$ cat config.mk
export PLATFORM = sky130hd
export DESIGN_NAME = aqc_front
export DESIGN_NICKNAME = d
export VERILOG_FILES = /design/src/rtl/aqc_pkg.sv /design/src/rtl/aqc_front.sv
export SDC_FILE = /design/constraint.sdc
export NUM_CORES = 1
export LEC_CHECK = 0
export BUFFER_PORTS_ARGS = -buffer_cell sky130_fd_sc_hd__buf_2
export CORE_UTILIZATION = 23
export CTS_CLUSTER_SIZE = 14
export DETAILED_ROUTE_END_ITERATION = 10
export PLACE_DENSITY = 0.4
export SLEW_MARGIN = 10
export SYNTH_ARGS = -nofsm -noshare
export SYNTH_HDL_FRONTEND = slang
export SYNTH_SLANG_ARGS = --single-unit
$ cat constraint.sdc
create_clock -name i_clk -period 3.5 [get_ports i_clk]
set_input_delay 0.35 -clock i_clk [delete_from_list [all_inputs] [get_ports i_clk]]
set_output_delay 0.35 -clock i_clk [all_outputs]
set_load 0.02 [all_outputs]
$ cat src/rtl/aqc_pkg.sv
// ----------------------------------------------------------------------------
// aqc_pkg
// shared types, constants and lookup functions of the autotile quadrant composer
// ----------------------------------------------------------------------------
package aqc_pkg;

    localparam int MAX_COLUMNS = 64;
    localparam int MAX_ROWS    = 64;
    localparam int MAX_KINDS   = 16;
    localparam int COL_W       = $clog2(MAX_COLUMNS);
    localparam int ROW_W       = $clog2(MAX_ROWS);
    localparam int ADDR_W      = COL_W + ROW_W;
    localparam int STORE_DEPTH = MAX_COLUMNS * MAX_ROWS;
    localparam int KIND_W      = 4;
    localparam int ENTRY_W     = KIND_W + 1;
    localparam int NUM_READS   = 9;
    localparam int CFG_IDX_W   = 2;
    localparam int CFG_DATA_W  = 7;

    localparam logic OP_WRITE = 1'b0;
    localparam logic OP_QUERY = 1'b1;

    localparam logic [CFG_IDX_W-1:0] CFG_MAP_WIDTH  = 2'd0;
    localparam logic [CFG_IDX_W-1:0] CFG_MAP_HEIGHT = 2'd1;
    localparam logic [CFG_IDX_W-1:0] CFG_TILE_SIZE  = 2'd2;
    localparam logic [CFG_IDX_W-1:0] CFG_POOL_COUNT = 2'd3;

    localparam logic [3:0] FILLER_CELL = 4'd3;

    typedef struct packed {
        logic              opcode;
        logic [COL_W-1:0]  cell_x;
        logic [ROW_W-1:0]  cell_y;
        logic              cell_present;
        logic [KIND_W-1:0] kind_index;
        logic [3:0]        frame;
    } t_item;

    typedef struct packed {
        logic  valid;
        t_item item;
    } t_head;

    typedef struct packed {
        logic pop;
        logic clearing;
    } t_back_ctrl;

    // base pattern keyed by the orthogonal bits, one entry per quadrant
    localparam logic [3:0] BASE_TABLE [16][4] = '{
        '{4'd1,  4'd1,  4'd1,  4'd1},  '{4'd10, 4'd12, 4'd10, 4'd12},
        '{4'd4,  4'd4,  4'd10, 4'd10}, '{4'd10, 4'd10, 4'd10, 4'd10},
        '{4'd4,  4'd6,  4'd4,  4'd6},  '{4'd7,  4'd9,  4'd7,  4'd9},
        '{4'd4,  4'd4,  4'd4,  4'd4},  '{4'd7,  4'd7,  4'd7,  4'd7},
        '{4'd6,  4'd6,  4'd12, 4'd12}, '{4'd12, 4'd12, 4'd12, 4'd12},
        '{4'd5,  4'd5,  4'd11, 4'd11}, '{4'd11, 4'd11, 4'd11, 4'd11},
        '{4'd6,  4'd6,  4'd6,  4'd6},  '{4'd9,  4'd9,  4'd9,  4'd9},
        '{4'd5,  4'd5,  4'd5,  4'd5},  '{4'd8,  4'd8,  4'd8,  4'd8}
    };

    // mini-pattern cell of one quadrant, with the inner-corner override
    function automatic logic [3:0] f_pattern(input logic [7:0] mask, input logic [1:0] q);
        logic o1, o2, d;
        case (q)
            2'd0: begin
                o1 = mask[0]; o2 = mask[3]; d = mask[4];
            end
            2'd1: begin
                o1 = mask[0]; o2 = mask[1]; d = mask[5];
            end
            2'd2: begin
                o1 = mask[2]; o2 = mask[3]; d = mask[7];
            end
            default: begin
                o1 = mask[2]; o2 = mask[1]; d = mask[6];
            end
        endcase
        if (o1 && o2 && !d) begin
            return FILLER_CELL;
        end
        return BASE_TABLE[mask[3:0]][q];
    endfunction

    // {row, col} of a one-based pattern cell in the 3-wide sheet
    function automatic logic [3:0] f_cell_pos(input logic [3:0] pat);
        case (pat)
            4'd1:    return {2'd0, 2'd0};
            4'd2:    return {2'd0, 2'd1};
            4'd3:    return {2'd0, 2'd2};
            4'd4:    return {2'd1, 2'd0};
            4'd5:    return {2'd1, 2'd1};
            4'd6:    return {2'd1, 2'd2};
            4'd7:    return {2'd2, 2'd0};
            4'd8:    return {2'd2, 2'd1};
            4'd9:    return {2'd2, 2'd2};
            4'd10:   return {2'd3, 2'd0};
            4'd11:   return {2'd3, 2'd1};
            4'd12:   return {2'd3, 2'd2};
            default: return 4'd0;
        endcase
    endfunction

    // neighbour offsets: self, top, right, bottom, left, tl, tr, br, bl
    function automatic logic [7:0] f_dx(input logic [3:0] n);
        case (n)
            4'd2, 4'd6, 4'd7: return 8'h01;
            4'd4, 4'd5, 4'd8: return 8'hFF;
            default:          return 8'h00;
        endcase
    endfunction

    function automatic logic [7:0] f_dy(input logic [3:0] n);
        case (n)
            4'd1, 4'd5, 4'd6: return 8'hFF;
            4'd3, 4'd7, 4'd8: return 8'h01;
            default:          return 8'h00;
        endcase
    endfunction

endpackage

$ cat src/rtl/aqc_front.sv
// ----------------------------------------------------------------------------
// aqc_front
// command intake: takes items and holds them in a two-entry queue for the back end
// ----------------------------------------------------------------------------
module aqc_front (
    input  logic                i_clk,
    input  logic                i_rst_n,
    input  logic                start,
    output logic                busy,
    input  aqc_pkg::t_item      i_item,
    input  aqc_pkg::t_back_ctrl i_ctrl,
    output aqc_pkg::t_head      o_head
);

    aqc_pkg::t_item r_q [2];
    logic           r_wp;
    logic           r_rp;
    logic [1:0]     r_cnt;
    logic           push;
    logic           pop;

    assign busy = (r_cnt == 2'd2) || i_ctrl.clearing;
    assign push = start && !busy;
    assign pop  = i_ctrl.pop && (r_cnt != 2'd0);

    assign o_head.valid = (r_cnt != 2'd0);
    assign o_head.item  = r_q[r_rp];

    always_ff @(posedge i_clk) begin
        if (push) begin
            r_q[r_wp] <= i_item;
        end
    end

    always_ff @(posedge i_clk) begin
        if (!i_rst_n) begin
            r_wp  <= 1'b0;
            r_rp  <= 1'b0;
            r_cnt <= 2'd0;
        end else begin
            if (push) begin
                r_wp <= !r_wp;
            end
            if (pop) begin
                r_rp <= !r_rp;
            end
            case ({push, pop})
                2'b10:   r_cnt <= r_cnt + 2'd1;
                2'b01:   r_cnt <= r_cnt - 2'd1;
                default: r_cnt <= r_cnt;
            endcase
        end
    end

endmodule

==> impl_metrics.tcl <==
set metrics [dict create \
    grt_max_degree 23 \
    min_from "i_item[17]" \
    required_ns 3.15 \
    synth-xor-area-share_pct 1.45 \
    via_per_inst 3.84 \
    clk_latency_ns 0.30 \
    path_clk_slew_ns 0.09 \
    cts_tree "yes" \
    drc 0 \
    cts-root-buf "clkbuf_8" \
    max_stage_delay_ns 1.00 \
    crit_buf_inv 1 \
    power_per_cell_area_nw_per_um2 636 \
    max_freq_mhz 448 \
    synth_fa_ha_area_share_pct 0.688 \
    min_path_cells 1 \
    ys_seq_area_share_pct 78.2 \
    dr.pass1.iters 3 \
    fillers 801 \
    synth_compound_area_share_pct 1.10 \
    h-tree-depth 2 \
    fin_crit_ns 2.23 \
    hold_violations 0 \
    p_leak_nw 0.832 \
    grt_pass1_wl_um 5040 \
    grt-ovfl-total 0 \
    track_usage_pct 8.09 \
    outcome "completed" \
    min_to "r_q[1][17]" \
    gp_congestion 0.670 \
    wirelength_um 3250 \
    rsz0062_at_grt "false" \
    vias 975 \
    finalMaxSlewViolations 0 \
    setup.worst_path.end_class "output pin" \
    timing.max_cap.violations 0 \
    cp_max_fo 22 \
    die_w_um 90.9 \
    worst_pin_slew_ns 1.01 \
    syn_inst 94 \
    cp_slowest_cell "dfxtp_1" \
    nNetsFinal 179 \
    multi_input_area_um2 388 \
    yosys_warnings 0 \
    hp-class "in2reg" \
    cts-resized-gates 0 \
    wl_per_cell_um 12.8 \
    cts-buffers-inserted 5 \
    initialDrtViolationCount 62 \
    clock-sinks 49 \
    cp_cell_sequence "mux2_2, buf_2" \
    post_cts_buffers 0 \
    synth_area_um2 1820 \
    core_area_um2 7690 \
    regToRegEndpoint "r_cnt[1]" \
    setup_viol 0 \
    dp_slack_ns 1.53 \
    row_count 32 \
    synth_fp_nets 122 \
    synth-simple-area-share_pct 3.65 \
    diodes 0 \
    num_io_pins 51 \
    skew_ns 0.0124 \
    synth_top_family_by_area "multiplexers" \
    path_delay_family "flip-flops" \
    syn2layout_area_growth_pct 26.1 \
    worstSetupPathType "reg2out" \
    cts_buffer_depth 2 \
    start_util_pct 23.6 \
    grt_pass1_vias 1048 \
    final_util_pct 29.8 \
    dieArea_um2 8260 \
    synth_mux_area_share_pct 14.2 \
    postRouteAntennaNets 0 \
    die_y_um 90.9 \
    peakVddDrop_mv 0.259 \
    antenna_found_initial 0 \
    maxSlewHeadroom_pct 32.3 \
    drive_gt1_share_pct 55.3 \
    r2r_slack_ns 1.77 \
    min_period_over_period_pct 63.7 \
    cp.arrival_ns 1.88 \
    synth.distinct_cells 19 \
    seq_area_um2 1420 \
    worst_slack_ns 1.27 \
    syn_avg_cell_area_um2 19.3 \
    cp-start-kind "flip-flop" \
    r2r-start "r_cnt[0]" \
    worstRegToRegCells 5 \
    port_buffers 50 \
    ys_seq_elements 49 \
    cts_hold_buf 0 \
    setup_tns_ns 0 \
]
synthesized netlist by cell type (all sizes together):
cell | count | area share (%)
edfxtp | 44 | 73
mux2 | 22 | 14
dfxtp | 5 | 5.5
xnor2 | 3 | 1.4
buf | 2 | 0.55
nand2 | 2 | 0.41
nand2b | 2 | 0.69
nor2 | 2 | 0.41
nor2b | 2 | 0.69
a21boi | 1 | 0.41
and2 | 1 | 0.34
ha | 1 | 0.69
inv | 1 | 0.21
mux2i | 1 | 0.55
nand3b | 1 | 0.41
o21a | 1 | 0.41
o21ai | 1 | 0.28
or2 | 1 | 0.34
or3 | 1 | 0.34
flip-flops by register name, indices dropped and copies added (netlist names), named ones only:
register,count
r_rp,1
r_q,44
r_wp,1
r_cnt,2
metrics by stage:
stage | total power [mW] | area (um^2) | hold slack (ns) | instances
final | 1.46 | 2290 | 0.233 | 254
after global routing | 1.54 | 2290 | 0.214 | 254
after CTS | 1.48 | 2290 | 0.227 | 254
after detailed placement | 1.16 | 2210 | 0.486 | 246
after global placement | 1.15 | 2210 | 0.470 | 246
after floorplan | 1.03 | 1820 | 0.449 | 94
report_power, final:
group	switching [mW]	internal, mW	total, mW	leakage (nW)
Combinational	0.201	0.185	0.385	0.342
Sequential	0.0591	0.694	0.753	0.445
Clock	0.180	0.138	0.319	0.0455
cell families (layout without fill, tap and decap cells):
kind of cell / Yosys count / count (layout)
xor+xnor: 3 / 3
compound gates: 3 / 3
simple gates: 12 / 12
buf+inv: 3 / 61
flops: 49 / 49
mux: 23 / 23
fa+ha+maj: 1 / 1
placed cells by master, fill, tap and decap left out, types with 3 or more instances in the layout:
cell,count
dfxtp_1,5
clkbuf_8,5
buf_2,50
edfxtp_1,44
xnor2_1,3
mux2_2,22
area by class of cell:
type | count | share of cell area, %
Multi-Input combinational cell | 42 | 16.9
Tap cell | 102 | 5.57
Timing Repair Buffer | 52 | 11.6
Sequential cell | 49 | 62.0
Clock inverter | 3 | 0.764
Clock buffer | 5 | 3.00
Inverter | 1 | 0.164
how the worst max path moves through the flow:
stage,from,slack [ns],cells after the start,to
final,flip-flop,1.27,2,o_head[3]
after global routing,flip-flop,1.13,2,o_head[3]
after CTS,flip-flop,1.20,2,o_head[3]
after detailed placement,flip-flop,1.53,2,o_head[3]
after global placement,flip-flop,1.54,2,o_head[3]
after floorplan,r_cnt[0],1.46,3,r_q[0][0]
per-layer routing:
layer	vias to the layer above	global-route usage (%)	wire [um]
li1	466	-	-
met5	-	0	0
met3	2	2.61	145
met2	29	13.8	1720
met1	478	9.58	1360
met4	0	2.78	19
Note: power is estimated with default switching activity, not from simulation.
